**src/rtl/core/ncfal_pkg.sv**
```systemverilog
`timescale 1ns / 1ps

package ncfal_pkg;

	// request codes on req_type
	typedef enum logic [1:0] {
		REQ_SEND = 2'd0,
		REQ_BYTE = 2'd1,
		REQ_TICK = 2'd2
	} req_t;

	// completion codes on status
	typedef enum logic [1:0] {
		ST_ACK     = 2'd0,
		ST_REJ     = 2'd1,
		ST_TIMEOUT = 2'd2
	} status_t;

	// result kinds on out_kind
	localparam logic KIND_TX     = 1'b0;
	localparam logic KIND_STATUS = 1'b1;

	// frame ids answered by the partner
	localparam logic [3:0] FID_ACK     = 4'd1;
	localparam logic [3:0] FID_UNKNOWN = 4'd2;

	localparam logic [7:0] MAX_ATTEMPTS_RST = 8'd20;
	localparam logic [7:0] ATTEMPT_SAT      = 8'hFF;
	localparam int         QUEUE_DEPTH      = 4;

	typedef enum logic {
		ACT_SEND   = 1'b0,
		ACT_STATUS = 1'b1
	} act_kind_t;

	// one queued piece of work for the back end
	typedef struct packed {
		act_kind_t  kind;
		logic [7:0] hdr;
		logic [7:0] val;
		status_t    st;
	} action_t;

	function automatic logic [3:0] check_nibble(input logic [3:0] id, input logic [7:0] data);
		logic [3:0] sum;
		sum = id + data[3:0] + data[7:4];
		return 4'hF - sum;
	endfunction

endpackage

```
**src/rtl/core/ncfal_front.sv**
```systemverilog
`timescale 1ns / 1ps

module ncfal_front (
	input  logic                clk,
	input  logic                arst_n,
	input  logic                accept,
	input  logic [1:0]          req_type,
	input  logic [3:0]          cmd_id,
	input  logic [7:0]          cmd_value,
	input  logic [7:0]          rx_byte,
	input  logic                cfg_we,
	input  logic [7:0]          cfg_data,
	output logic                push,
	output ncfal_pkg::action_t  push_act
);
	import ncfal_pkg::*;

	logic       pending_q;
	logic [3:0] expected_id_q;
	logic [7:0] held_byte_q;
	logic       held_valid_q;
	logic [7:0] attempt_count_q;
	logic [7:0] max_attempts_q;

	logic       pending_d;
	logic [3:0] expected_id_d;
	logic [7:0] held_byte_d;
	logic       held_valid_d;
	logic [7:0] attempt_count_d;
	logic [3:0] fid;
	logic [7:0] cnt_inc;

	assign fid     = held_byte_q[3:0];
	assign cnt_inc = (attempt_count_q == ATTEMPT_SAT) ? attempt_count_q : attempt_count_q + 8'd1;

	always_comb begin
		pending_d       = pending_q;
		expected_id_d   = expected_id_q;
		held_byte_d     = held_byte_q;
		held_valid_d    = held_valid_q;
		attempt_count_d = attempt_count_q;
		push            = 1'b0;
		push_act.kind   = ACT_STATUS;
		push_act.hdr    = '0;
		push_act.val    = '0;
		push_act.st     = ST_ACK;
		if (accept) begin
			case (req_t'(req_type))
				REQ_SEND: begin
					push            = 1'b1;
					push_act.kind   = ACT_SEND;
					push_act.hdr    = {check_nibble(cmd_id, cmd_value), cmd_id};
					push_act.val    = cmd_value;
					pending_d       = 1'b1;
					expected_id_d   = cmd_id;
					held_byte_d     = '0;
					held_valid_d    = 1'b0;
					attempt_count_d = '0;
				end
				REQ_BYTE: begin
					if (pending_q) begin
						if (!held_valid_q) begin
							held_byte_d  = rx_byte;
							held_valid_d = 1'b1;
						end else if (held_byte_q[7:4] != check_nibble(fid, rx_byte)) begin
							// bad window: drop older byte, slide by one
							held_byte_d = rx_byte;
						end else begin
							held_byte_d  = '0;
							held_valid_d = 1'b0;
							if (rx_byte == {4'd0, expected_id_q} &&
							    (fid == FID_ACK || fid == FID_UNKNOWN)) begin
								push        = 1'b1;
								push_act.st = (fid == FID_ACK) ? ST_ACK : ST_REJ;
								pending_d   = 1'b0;
							end
						end
					end
				end
				REQ_TICK: begin
					if (pending_q) begin
						attempt_count_d = cnt_inc;
						if (cnt_inc >= max_attempts_q) begin
							push         = 1'b1;
							push_act.st  = ST_TIMEOUT;
							pending_d    = 1'b0;
							held_byte_d  = '0;
							held_valid_d = 1'b0;
						end
					end
				end
				default: begin
				end
			endcase
		end
	end

	always_ff @(posedge clk or negedge arst_n) begin
		if (!arst_n) begin
			pending_q       <= 1'b0;
			expected_id_q   <= '0;
			held_byte_q     <= '0;
			held_valid_q    <= 1'b0;
			attempt_count_q <= '0;
			max_attempts_q  <= MAX_ATTEMPTS_RST;
		end else begin
			pending_q       <= pending_d;
			expected_id_q   <= expected_id_d;
			held_byte_q     <= held_byte_d;
			held_valid_q    <= held_valid_d;
			attempt_count_q <= attempt_count_d;
			if (cfg_we) begin
				max_attempts_q <= cfg_data;
			end
		end
	end

endmodule

```
**src/rtl/core/ncfal_queue.sv**
```systemverilog
`timescale 1ns / 1ps

module ncfal_queue #(
	parameter int DEPTH = ncfal_pkg::QUEUE_DEPTH
) (
	input  logic                clk,
	input  logic                arst_n,
	input  logic                push,
	input  ncfal_pkg::action_t  push_act,
	input  logic                pop,
	output logic                full,
	output logic                empty,
	output ncfal_pkg::action_t  head
);
	import ncfal_pkg::*;

	localparam int PTR_W = (DEPTH > 1) ? $clog2(DEPTH) : 1;
	localparam int CNT_W = $clog2(DEPTH + 1);

	action_t            mem_q [DEPTH];
	logic [PTR_W-1:0]   wr_ptr_q;
	logic [PTR_W-1:0]   rd_ptr_q;
	logic [CNT_W-1:0]   count_q;
	logic               do_push;
	logic               do_pop;

	assign full    = (count_q == CNT_W'(DEPTH));
	assign empty   = (count_q == '0);
	assign do_push = push && !full;
	assign do_pop  = pop && !empty;
	assign head    = mem_q[rd_ptr_q];

	always_ff @(posedge clk) begin
		if (do_push) begin
			mem_q[wr_ptr_q] <= push_act;
		end
	end

	always_ff @(posedge clk or negedge arst_n) begin
		if (!arst_n) begin
			wr_ptr_q <= '0;
			rd_ptr_q <= '0;
			count_q  <= '0;
		end else begin
			if (do_push) begin
				wr_ptr_q <= (wr_ptr_q == PTR_W'(DEPTH - 1)) ? '0 : wr_ptr_q + 1'b1;
			end
			if (do_pop) begin
				rd_ptr_q <= (rd_ptr_q == PTR_W'(DEPTH - 1)) ? '0 : rd_ptr_q + 1'b1;
			end
			if (do_push && !do_pop) begin
				count_q <= count_q + 1'b1;
			end else if (do_pop && !do_push) begin
				count_q <= count_q - 1'b1;
			end
		end
	end

endmodule

```
**src/rtl/core/ncfal_back.sv**
```systemverilog
`timescale 1ns / 1ps

module ncfal_back (
	input  logic                clk,
	input  logic                arst_n,
	input  logic                empty,
	input  ncfal_pkg::action_t  head,
	output logic                pop,
	output logic                out_valid,
	input  logic                out_ready,
	output logic                out_kind,
	output logic [7:0]          tx_byte,
	output logic [1:0]          status,
	output logic                last
);
	import ncfal_pkg::*;

	logic beat_q;      // second byte of a send is next
	logic load;

	assign load = !empty && (!out_valid || out_ready);
	assign pop  = load && (head.kind == ACT_STATUS || beat_q);

	always_ff @(posedge clk or negedge arst_n) begin
		if (!arst_n) begin
			out_valid <= 1'b0;
			beat_q    <= 1'b0;
		end else if (load) begin
			out_valid <= 1'b1;
			beat_q    <= (head.kind == ACT_SEND) && !beat_q;
		end else if (out_ready) begin
			out_valid <= 1'b0;
		end
	end

	always_ff @(posedge clk) begin
		if (load) begin
			if (head.kind == ACT_STATUS) begin
				out_kind <= KIND_STATUS;
				tx_byte  <= '0;
				status   <= head.st;
				last     <= 1'b1;
			end else begin
				out_kind <= KIND_TX;
				tx_byte  <= beat_q ? head.val : head.hdr;
				status   <= ST_ACK;
				last     <= beat_q;
			end
		end
	end

endmodule

```
**src/rtl/core/nibble_check_frame_ack_link_unit.sv**
```systemverilog
// Host side of a two-byte command link with a nibble check.
// Input channel (in_valid/in_ready): req_type selects send command, received
// byte or receive-attempt tick; cmd_id/cmd_value/rx_byte carry the payload.
// Output channel (out_valid/out_ready): one result per transaction, either a
// transmit byte (out_kind 0) or a completion status (out_kind 1); last marks
// the final result caused by an input transaction. A send gives two results
// (header, then value); ack, reject or timeout give one.
// cfg_we/cfg_data write max_attempts (reset value 20); write only when idle.
// The first result of an input transaction passes the action queue and then
// the output register. Throughput: one input transaction per cycle while the
// action queue has room; the output register emits one result per cycle while
// out_ready is high, so each send in a run needs a header and a value beat.
// Reset clears the link state, empties the queue and drops out_valid.
// While out_ready is low the output holds; work gathers in the queue and
// in_ready falls once the queue is full.
`timescale 1ns / 1ps

module nibble_check_frame_ack_link_unit #(
	parameter int QUEUE_DEPTH = ncfal_pkg::QUEUE_DEPTH
) (
	input  logic       clk,
	input  logic       arst_n,
	input  logic       in_valid,
	output logic       in_ready,
	input  logic [1:0] req_type,
	input  logic [3:0] cmd_id,
	input  logic [7:0] cmd_value,
	input  logic [7:0] rx_byte,
	output logic       out_valid,
	input  logic       out_ready,
	output logic       out_kind,
	output logic [7:0] tx_byte,
	output logic [1:0] status,
	output logic       last,
	input  logic       cfg_we,
	input  logic [7:0] cfg_data
);
	import ncfal_pkg::*;

	logic    accept;
	logic    push;
	logic    pop;
	logic    full;
	logic    empty;
	action_t push_act;
	action_t head;

	// front end may only take a transaction when its action has a slot
	assign in_ready = !full;
	assign accept   = in_valid && in_ready;

	// front: deframing window, wait state, attempt counter
	ncfal_front u_front (
		.clk       (clk),
		.arst_n    (arst_n),
		.accept    (accept),
		.req_type  (req_type),
		.cmd_id    (cmd_id),
		.cmd_value (cmd_value),
		.rx_byte   (rx_byte),
		.cfg_we    (cfg_we),
		.cfg_data  (cfg_data),
		.push      (push),
		.push_act  (push_act)
	);

	// decouples front from output stalls
	ncfal_queue #(
		.DEPTH (QUEUE_DEPTH)
	) u_queue (
		.clk      (clk),
		.arst_n   (arst_n),
		.push     (push),
		.push_act (push_act),
		.pop      (pop),
		.full     (full),
		.empty    (empty),
		.head     (head)
	);

	// back: expands actions into results through the output register
	ncfal_back u_back (
		.clk       (clk),
		.arst_n    (arst_n),
		.empty     (empty),
		.head      (head),
		.pop       (pop),
		.out_valid (out_valid),
		.out_ready (out_ready),
		.out_kind  (out_kind),
		.tx_byte   (tx_byte),
		.status    (status),
		.last      (last)
	);

endmodule

```
**config.mk**
```make
export PLATFORM = sky130hd
export DESIGN_NAME = nibble_check_frame_ack_link_unit
export DESIGN_NICKNAME = d
export VERILOG_FILES = /design/src/rtl/core/ncfal_pkg.sv /design/src/rtl/core/ncfal_front.sv /design/src/rtl/core/ncfal_queue.sv /design/src/rtl/core/ncfal_back.sv /design/src/rtl/core/nibble_check_frame_ack_link_unit.sv
export SDC_FILE = /design/constraint.sdc
export NUM_CORES = 1
export LEC_CHECK = 0
export ABC_AREA = 1
export BUFFER_PORTS_ARGS = -buffer_cell sky130_fd_sc_hd__buf_2
export CORE_ASPECT_RATIO = 0.7
export CORE_MARGIN = 1
export CORE_UTILIZATION = 30
export DETAILED_ROUTE_END_ITERATION = 8
export PLACE_DENSITY = 0.58
export SKIP_CTS_REPAIR_TIMING = 1
export SLEW_MARGIN = 5
export SYNTH_ARGS = -nofsm -noshare
export SYNTH_HDL_FRONTEND = slang
export SYNTH_SLANG_ARGS = --single-unit
```
**constraint.sdc**
```tcl
create_clock -name clk -period 3.65 [get_ports clk]
set_input_delay 0.1825 -clock clk [delete_from_list [all_inputs] [get_ports clk]]
set_output_delay 0.1825 -clock clk [all_outputs]
set_load 0.1 [all_outputs]
```
==> results.cfg, run 1 <==
[yosys]
mappedNetlistNets = 668
ys_types = 39
synth_edf_count = 88
avgSynthCellArea_um2 = 10.4
async_flop_share_pct = 30.7
yosys-top-cells-area = edfxtp_1 43%, dfrtp_1 15%, o21ai_0 5.5%
synth-seq-cells = 127
yosysTopAreaCellShare_pct = 42.6
syn_area_mm2 = 0.00620
syn-instance-count = 599
yosysMostFrequentCell = edfxtp_1
yosysTopAreaCell = edfxtp_1
ys.flop_type = edfxtp_1
ys.warnings.count = 0
synth.top_cells.by_count = 88 x edfxtp_1, 81 x nand2_1, 76 x inv_1, 76 x nor2_1, 68 x o21ai_0
ys_seq_area_share_pct = 58.4

[cells_and_area]
antennaDiodeCount = 0
nets = 746
drive_gt1_share_pct = 21.3
multi_input_area_mm2 = 0.00227
fillers = 1977
final_util_pct = 38.1
seqCellArea_mm2 = 0.00362
area_delta_synth_final_pct = 23.0

[clock_network]
cts_tree = built
clock_tree.buffer_depth = 2
cts_buffers = 17
htreeDepth = 4
clk_pin_slew_worst_paths_ps = 60
cts_root_buffer = clkbuf_16
clock_latency_ps = 420
clock_sinks = 127

[power]
power_switching_mw = 2.38
irDropWorstVdd_mv = 0.398
p_int_mw = 3.43
power_frac_seq_pct = 33.7
swShare_pct = 41.0
combPwrFrac_pct = 37.2
powerDensity_mw_per_mm2 = 761
p_leak_nw = 3.21
clkPwrFrac_pct = 29.0

[global_routing]
grtUsageTotal_pct = 14.0
grt_overflow = 0
antenna_found_initial = 0
grt_pass1_vias = 4132
grt_pass1_wl_um = 22500
grt_max_degree = 40

[worst_setup_path]
worstPathRequired_ps = 3940
start_kind = register
path_buf_inv = 3
crit_path_top_delay_cell = fa_1
cp.arrival_ps = 3910
worstPathCellList = inv_2, fa_1, inv_1, ha_2, nor2_4, fa_1, xnor2_1, nor2_1, nand3_1, nor2_2, nand3_2, nand2_2, nand4_4, nand2_4, ha_4, inv_2, fa_2, a21oi_2, o21ai_1, xor2_1
worstPathMaxFanout = 3
r2r_start = u_front.held_byte_q[0]
slowest_delay_ps = 550
cp-startpoint = u_front.held_byte_q[0]
critical_path_class = register to register
endpoint_kind = register
r2r_slack_ps = 30
cp_top_family = adder cells

[placed_design]
dp_hpwl_um = 9680
gp_congestion = 0.839
io_buffer_count = 48

[routing]
wl_um = 14000
wl_per_cell_um = 14.6
drtIter0Drc = 371
viasPerCell = 4.48
dr.pass1.iters = 5
routed-via-count = 4296
drc = 0
antenna_left = 0

[sta]
finalSetupTns_ps = 0
hold_violations = 4
max_freq_ghz = 0.276
period_minus_slack_ps = 3620
holdWs_ps = -25.7
relSlewSlack_pct = 34.2
rsz0062_at_grt = true
fin_worst_skew_ps = 10.9
setup_viol = 0
post-route-period-util_pct = 99.2
slew_viol_final = 0
worstMarginPinSlew_ps = 986

[worst_hold_path]
hold_start = cfg_data[2]
min_path_type = input port to register

[floorplanning]
core_area_mm2 = 0.0200
start_util_pct = 31.0
num_io_pins = 49
rows = 43
die_w_um = 174
die_h_um = 122
die_area_mm2 = 0.0213

[outcome]
violations = negative hold slack
status = finished, violations left

[run]
cap_violations = 0
## per-stage QoR
stage	std cells	area, µm²	hold slack [ps]	setup slack [ps]	power (mW)
floorplan	599	6200	-113	37.0	3.53
global placement	921	6910	386	-112	4.07
detailed placement	921	6910	391	-142	4.09
CTS	953	7490	-43.6	-158	5.79
global route	960	7630	6.62	-195	6.14
finish	960	7630	-25.7	28.0	5.81
## state kept, by name, indices dropped and copies added (netlist names), 2 cells and up
register,count
u_queue.mem_q,76
u_back.tx_byte,8
u_front.attempt_count_q,8
u_front.held_byte_q,8
u_front.max_attempts_q,8
u_front.expected_id_q,4
u_queue.count_q,3
u_back.status,2
u_queue.rd_ptr_q,2
u_queue.wr_ptr_q,2
## cell usage in the layout (no fill, tap or decap), types with 5 or more instances in the layout
cell           instances
nand3_2                5
buf_4                 19
dlygate4sd3_1          5
xnor2_1               10
o21ai_1                5
ha_1                  23
a21oi_1                8
nand4_1                5
nand2_1               81
buf_2                 48
edfxtp_1              88
clkbuf_16             17
nor2_2                 8
inv_2                  6
nand3_1               23
inv_1                 73
o21ai_0               67
nor2_1                73
o22ai_1               24
dfrtp_1               37
xor2_1                 7
fa_1                   6
## power groups by stage
stage	clock network [mW]	registers (mW)	logic, mW
6_report	1.69	1.96	2.16
5_1_grt	1.78	1.99	2.37
4_1_cts	1.71	1.96	2.12
3_5_place_dp	0	1.98	2.11
3_3_place_gp	0	1.98	2.09
2_1_floorplan	0	2.45	1.08
## cell type report
cell class,instances,share of cell area [%]
sequential,127,47.4
multi-input combinational,375,29.7
timing repair buffer,76,6.72
clock buffer,17,5.57
tap,270,4.43
inverter,80,3.97
clock inverter,15,2.15
## per-layer routing
metal	track usage, %	vias up	share of wire, %
met5	0	-	0
met4	5.04	0	0.77
met3	2.79	8	6.0
met2	19.2	116	40
met1	21.6	1988	54
li1	-	2184	-
## kinds of logic after synthesis
family / synth area share (%)
DFF: 58.4
buffers and inverters: 6.23
xor gates and xnor gates: 2.40
AOI/OAI and AO/OA: 10.2
and+or+nand+nor: 14.9
muxes: 0.182
adders and majority gates: 7.70
## worst reg2reg max path, delay by kind of cell, from the launching register on
kind | cells | cell delay (ps)
xor gates and xnor gates | 2 | 290
AOI/OAI and AO/OA | 2 | 200
buffers and inverters | 3 | 140
and+or+nand+nor | 8 | 880
adders and majority gates | 5 | 1630
DFF | 1 | 360
## final timing paths
kind,cells past startpoint,end
setup / recovery,20,u_queue.count_q[2]
hold / removal,3,u_front.max_attempts_q[2]
setup reg to reg,20,u_queue.count_q[2]
hold reg to reg,2,u_front.max_attempts_q[2]
max in group asynchronous,2,u_back.out_valid
min in group asynchronous,2,u_front.held_byte_q[0]
Power figures use the tool's default switching activity.
==> run 2: changes to the inputs <==
--- a/config.mk
+++ b/config.mk
@@ -5,7 +5,6 @@
 export SDC_FILE = /design/constraint.sdc
 export NUM_CORES = 1
 export LEC_CHECK = 0
-export ABC_AREA = 1
 export BUFFER_PORTS_ARGS = -buffer_cell sky130_fd_sc_hd__buf_2
 export CORE_ASPECT_RATIO = 0.7
 export CORE_MARGIN = 1
==> results.cfg, run 2 <==
[cells_and_area]
largest_register_ffs = 76
top_register = u_queue.mem_q
multi_input_area_mm2 = 0.00228
area_delta_synth_final_pct = 22.7
fillers = 1897
stdcell_count = 794
layout_common_cells = 88 x edfxtp_1, 48 x buf_2, 37 x dfrtp_1, 36 x inv_1, 30 x nor2_1
seqCellArea_mm2 = 0.00362
design_area_mm2 = 0.00745
drive_gt1_share_pct = 29.6
final_common_cell = edfxtp_1
antennaDiodeCount = 0
nets = 580
final_util_pct = 37.6

[global_routing]
grt_pass1_vias = 3826
grt_overflow = 0
grt_max_degree = 40
antenna_found_initial = 0
grt_pass1_wl_um = 20100
grtUsageTotal_pct = 13.1

[worst_hold_path]
min_path_type = input port to register
hold_start = cfg_data[4]
min_to = u_front.max_attempts_q[4]
hold_depth = 3

[placed_design]
io_buffer_count = 48
dp.cells = 758
dpl_cell_area_mm2 = 0.00683
dp_hpwl_um = 8240
gp_congestion = 0.825

[power]
power.total_mw = 5.21
irDropWorstVdd_mv = 0.356
p_leak_nw = 3.07
powerDensity_mw_per_mm2 = 699

[floorplanning]
die_h_um = 121
die_area_mm2 = 0.0208
rows = 43
start_util_pct = 30.7
num_io_pins = 49
die_w_um = 172
core_area_mm2 = 0.0198

[outcome]
violations = negative hold slack, negative setup slack
status = finished, violations left

[sta]
rsz0062_at_grt = true
slew_viol_final = 0
setup_viol = 1
fin_worst_skew_ps = 8.51
worstMarginPinSlew_ps = 956
hold_violations = 5
relSlewSlack_pct = 36.3
period_minus_slack_ps = 3670
holdWs_ps = -15.3
max_freq_ghz = 0.272
setup_ws_ps = -19.8
post-route-period-util_pct = 101

[routing]
dr.pass1.iters = 6
viasPerCell = 4.59
wl_per_cell_um = 15.4
drc = 0
antenna_left = 0
drtIter0Drc = 211
routed-via-count = 3642
wl_um = 12200

[yosys]
yosysTopAreaCell = edfxtp_1
synth-seq-cells = 127
async_flop_share_pct = 30.7
yosys-top-cells-area = edfxtp_1 44%, dfrtp_1 15%, mux4_2 7.0%
ys.flop_type = edfxtp_1
synth_edf_count = 88
ys_types = 52
syn-instance-count = 432
yosysTopAreaCellShare_pct = 43.5
avgSynthCellArea_um2 = 14.1
mappedNetlistNets = 501
ys.warnings.count = 0
synth.top_cells.by_count = 88 x edfxtp_1, 38 x inv_1, 37 x dfrtp_1
syn_area_mm2 = 0.00607
ys_seq_area_share_pct = 59.6
yosysMostFrequentCell = edfxtp_1

[worst_setup_path]
worstPathRequired_ps = 3980
cp.arrival_ps = 4000
critical_path_class = register to register
start_kind = register
worstPathMaxFanout = 3
ff2ff_path_depth = 17
reg2reg_to = u_queue.count_q[2]
endpoint_kind = register
r2r_start = u_front.held_byte_q[0]
r2r_slack_ps = -20

[clock_network]
clk_pin_slew_worst_paths_ps = 60
cts_buffers = 17
clock_latency_ps = 410
htreeDepth = 4
clock_tree.buffer_depth = 2
clock_sinks = 127
cts_root_buffer = clkbuf_16
cts_tree = built

[run]
cap_violations = 0
==> run 2: cell types whose count changed in the layout (fill, tap and decap cells not counted), sizes merged, moves of 19 or more <==
cell   delta
mux4     +19
inv      -41
o22ai    -23
o21ai    -57
nor2     -51
nand2    -67
nand3    -21
==> run 2: worst max path at each step <==
stage,start,end,slack [ps],depth (start not counted)
floorplan,u_front.held_byte_q[0],u_queue.count_q[2],-60,18
global placement,u_front.held_byte_q[0],u_queue.count_q[2],30,17
detailed placement,u_front.held_byte_q[0],u_queue.count_q[2],-40,17
CTS,u_front.held_byte_q[0],u_queue.count_q[2],-70,17
global route,u_front.held_byte_q[0],u_queue.count_q[2],-220,18
finish,u_front.held_byte_q[0],u_queue.count_q[2],-20,17
==> run 2: routing by layer <==
layer  track usage, %  share of wire, %  up-vias
li1                 -                 -     1761
met4             4.37               1.0        0
met5                0                 0        -
met3             4.01               3.8       10
met1             17.2                48     1827
met2             20.4                47       44
==> run 2: cell families after synthesis <==
| group | count (synthesis) | share of synthesized area (%) |
|---|---|---|
| AO/OA/AOI/OAI | 65 | 7.89 |
| flip-flops | 127 | 59.6 |
| buffers and inverters | 53 | 3.36 |
| XOR/XNOR | 26 | 3.98 |
| AND/OR/NAND/NOR | 94 | 7.77 |
| adder cells (fa/ha/maj) | 34 | 7.87 |
| multiplexers | 33 | 9.48 |
==> run 2: per-stage QoR <==
| stage | TNS, ps | worst slack (ps) | hold slack [ps] |
|---|---|---|---|
| finish | -19.8 | -19.8 | -15.3 |
| global route | -405 | -221 | 0.860 |
| CTS | -88.5 | -65.4 | -54.3 |
| detailed placement | -43.6 | -38.2 | 392 |
| global placement | 0 | 33.9 | 376 |
| floorplan | -102 | -61.5 | -113 |
==> run 2: area by class of cell <==
| type | instances | share of cell area [%] |
|---|---|---|
| Sequential cell | 127 | 48.6 |
| Multi-Input combinational cell | 252 | 30.6 |
| Timing Repair Buffer | 75 | 6.76 |
| Clock buffer | 17 | 5.71 |
| Tap cell | 270 | 4.54 |
| Inverter | 38 | 1.92 |
| Clock inverter | 15 | 1.83 |
==> run 2: where the power goes <==
group	total, mW	switching, mW	internal [mW]
clock	1.59	0.650	0.942
combinational	1.73	1.12	0.616
sequential	1.88	0.130	1.75
==> run 2: critical path, stage by stage, from the launching register on <==
cell	delay [ps]
dfrtp_1	390
inv_2	60
fa_1	440
inv_1	80
ha_2	180
nor2_4	40
fa_2	520
xor2_1	150
nand4b_1	180
nor4_4	310
or2_4	170
o21a_1	120
ha_2	190
inv_2	40
fa_2	320
xor2_1	140
nor2_1	100
xor2_1	150
==> run 3: changes to the inputs <==
--- a/config.mk
+++ b/config.mk
@@ -6,11 +6,14 @@
 export NUM_CORES = 1
 export LEC_CHECK = 0
 export BUFFER_PORTS_ARGS = -buffer_cell sky130_fd_sc_hd__buf_2
+export CELL_PAD_IN_SITES_DETAIL_PLACEMENT = 2
+export CELL_PAD_IN_SITES_GLOBAL_PLACEMENT = 2
 export CORE_ASPECT_RATIO = 0.7
 export CORE_MARGIN = 1
 export CORE_UTILIZATION = 30
 export DETAILED_ROUTE_END_ITERATION = 8
-export PLACE_DENSITY = 0.58
+export PLACE_DENSITY = 0.72
+export SETUP_SLACK_MARGIN = 0.3
 export SKIP_CTS_REPAIR_TIMING = 1
 export SLEW_MARGIN = 5
 export SYNTH_ARGS = -nofsm -noshare
==> results.cfg, run 3 (same netlist as run 2, synthesis figures left out) <==
[routing]
routed-via-count = 3792
wl_per_cell_um = 19.2
drtIter0Drc = 167
wl_um = 15400
drc = 0
antenna_left = 0
dr.pass1.iters = 4
viasPerCell = 4.73

[global_routing]
grt_pass1_wl_um = 24000
grtUsageTotal_pct = 15.8
antenna_found_initial = 0
grt_overflow = 0
grt_max_degree = 40
grt_pass1_vias = 4119

[worst_setup_path]
r2r_slack_ps = -20
cp_top_family = adder cells
r2r_start = u_front.held_byte_q[0]
worstPathCellList = inv_2, fa_1, inv_1, ha_2, nor2_4, fa_2, xor2_1, xnor2_1, nand4b_1, nor4_4, or2_4, o21a_1, ha_2, inv_2, fa_2, xor2_1, nor2_1, xor2_1
reg2reg_to = u_queue.count_q[2]
crit_path_frequent_cell = xor2_1
worstPathMaxFanout = 2
slowest_delay_ps = 430
crit_path_top_delay_cell = fa_1
critical_path_class = register to register
start_kind = register
worstPathRequired_ps = 3990
ff2ff_path_depth = 18
cp.arrival_ps = 4010
path_buf_inv = 3
endpoint_kind = register

[sta]
fin_worst_skew_ps = 13.3
slew_viol_final = 0
hold_violations = 1
setup_ws_ps = -23.8
rsz0062_at_grt = true
post-route-period-util_pct = 101
max_freq_ghz = 0.272
worstMarginPinSlew_ps = 947
holdWs_ps = -15.7
relSlewSlack_pct = 36.9
setup_viol = 1
period_minus_slack_ps = 3670

[power]
p_leak_nw = 3.21
irDropWorstVdd_mv = 0.342
power.total_mw = 5.74
powerDensity_mw_per_mm2 = 744

[floorplanning]
start_util_pct = 30.7
die_area_mm2 = 0.0208
num_io_pins = 49
die_h_um = 121
die_w_um = 172
rows = 43
core_area_mm2 = 0.0198

[placed_design]
dp_slack_ps = -148
dp.cells = 757
io_buffer_count = 48
gp_congestion = 0.763
dp_hpwl_um = 10300

[worst_hold_path]
hold_depth = 3
min_path_type = input port to register
min_to = u_front.max_attempts_q[2]
hold_start = cfg_data[2]

[clock_network]
cts_buffers = 17
cts_root_buffer = clkbuf_16
htreeDepth = 4
clk_pin_slew_worst_paths_ps = 60
clock_sinks = 127
clock_latency_ps = 420
cts_tree = built
clock_tree.buffer_depth = 2

[cells_and_area]
final_util_pct = 38.9
layout_common_cells = 88 x edfxtp_1, 48 x buf_2, 36 x inv_1, 36 x dfrtp_1, 29 x nor2_1
antennaDiodeCount = 0
nets = 588
final_common_cell = edfxtp_1
drive_gt1_share_pct = 31.5
largest_register_ffs = 76
multi_input_area_mm2 = 0.00234
area_delta_synth_final_pct = 27.0
top_register = u_queue.mem_q
stdcell_count = 801
seqCellArea_mm2 = 0.00362
fillers = 2046

[outcome]
violations = negative hold slack, negative setup slack
status = finished, violations left

[run]
cap_violations = 0
-- run 3: changes by cell type in the layout (fill, tap and decap cells not counted), moves of 3 or more --
cell / change
dlygate4sd3_1: +4
bufinv_16: +6
inv_6: -3
xnor2_1: -3
buf_4: +4
xnor2_2: +3
clkinvlp_4: -4
-- run 3: layer usage --
layer | up-vias | routed length [µm] | global-route usage (%)
met5 | - | 0 | 0
li1 | 1774 | - | -
met4 | 0 | 233 | 5.97
met3 | 15 | 416 | 3.26
met1 | 1946 | 7510 | 21.7
met2 | 57 | 7210 | 24.7
-- run 3: cell type report --
cell class | instances | area share, %
inverter | 38 | 1.85
clock buffer | 17 | 5.52
timing repair buffer | 83 | 7.43
clock inverter | 14 | 3.41
tap | 270 | 4.38
multi-input combinational | 252 | 30.4
sequential | 127 | 47.0
-- run 3: per-stage QoR --
stage,setup TNS [ps],instance area (µm²)
floorplan,-102,6090
global placement,0,6830
detailed placement,-225,6830
CTS,-335,7510
global route,-325,7710
finish,-23.8,7710
-- run 3: where the power goes --
group / total (mW) / switching (mW) / internal, mW
Clock: 2.00 / 0.652 / 1.35
Sequential: 1.89 / 0.136 / 1.75
Combinational: 1.85 / 1.20 / 0.645
-- run 3: worst min-delay path: cells and delay by family --
kind	cells	cell delay, ps
and+or+nand+nor	1	40
buffers and inverters	1	80
AOI/OAI and AO/OA	1	60
-- run 3: how the worst max path moves through the flow --
stage / startpoint / to / slack, ps / depth (start not counted)
global route: u_front.held_byte_q[0] / u_queue.count_q[2] / -200 / 17
CTS: u_front.held_byte_q[0] / u_queue.count_q[2] / -210 / 18
detailed placement: u_front.held_byte_q[0] / u_queue.count_q[2] / -150 / 18
floorplan: u_front.held_byte_q[0] / u_queue.count_q[2] / -60 / 18
global placement: u_front.held_byte_q[0] / u_queue.count_q[2] / 40 / 18
finish: u_front.held_byte_q[0] / u_queue.count_q[2] / -20 / 18
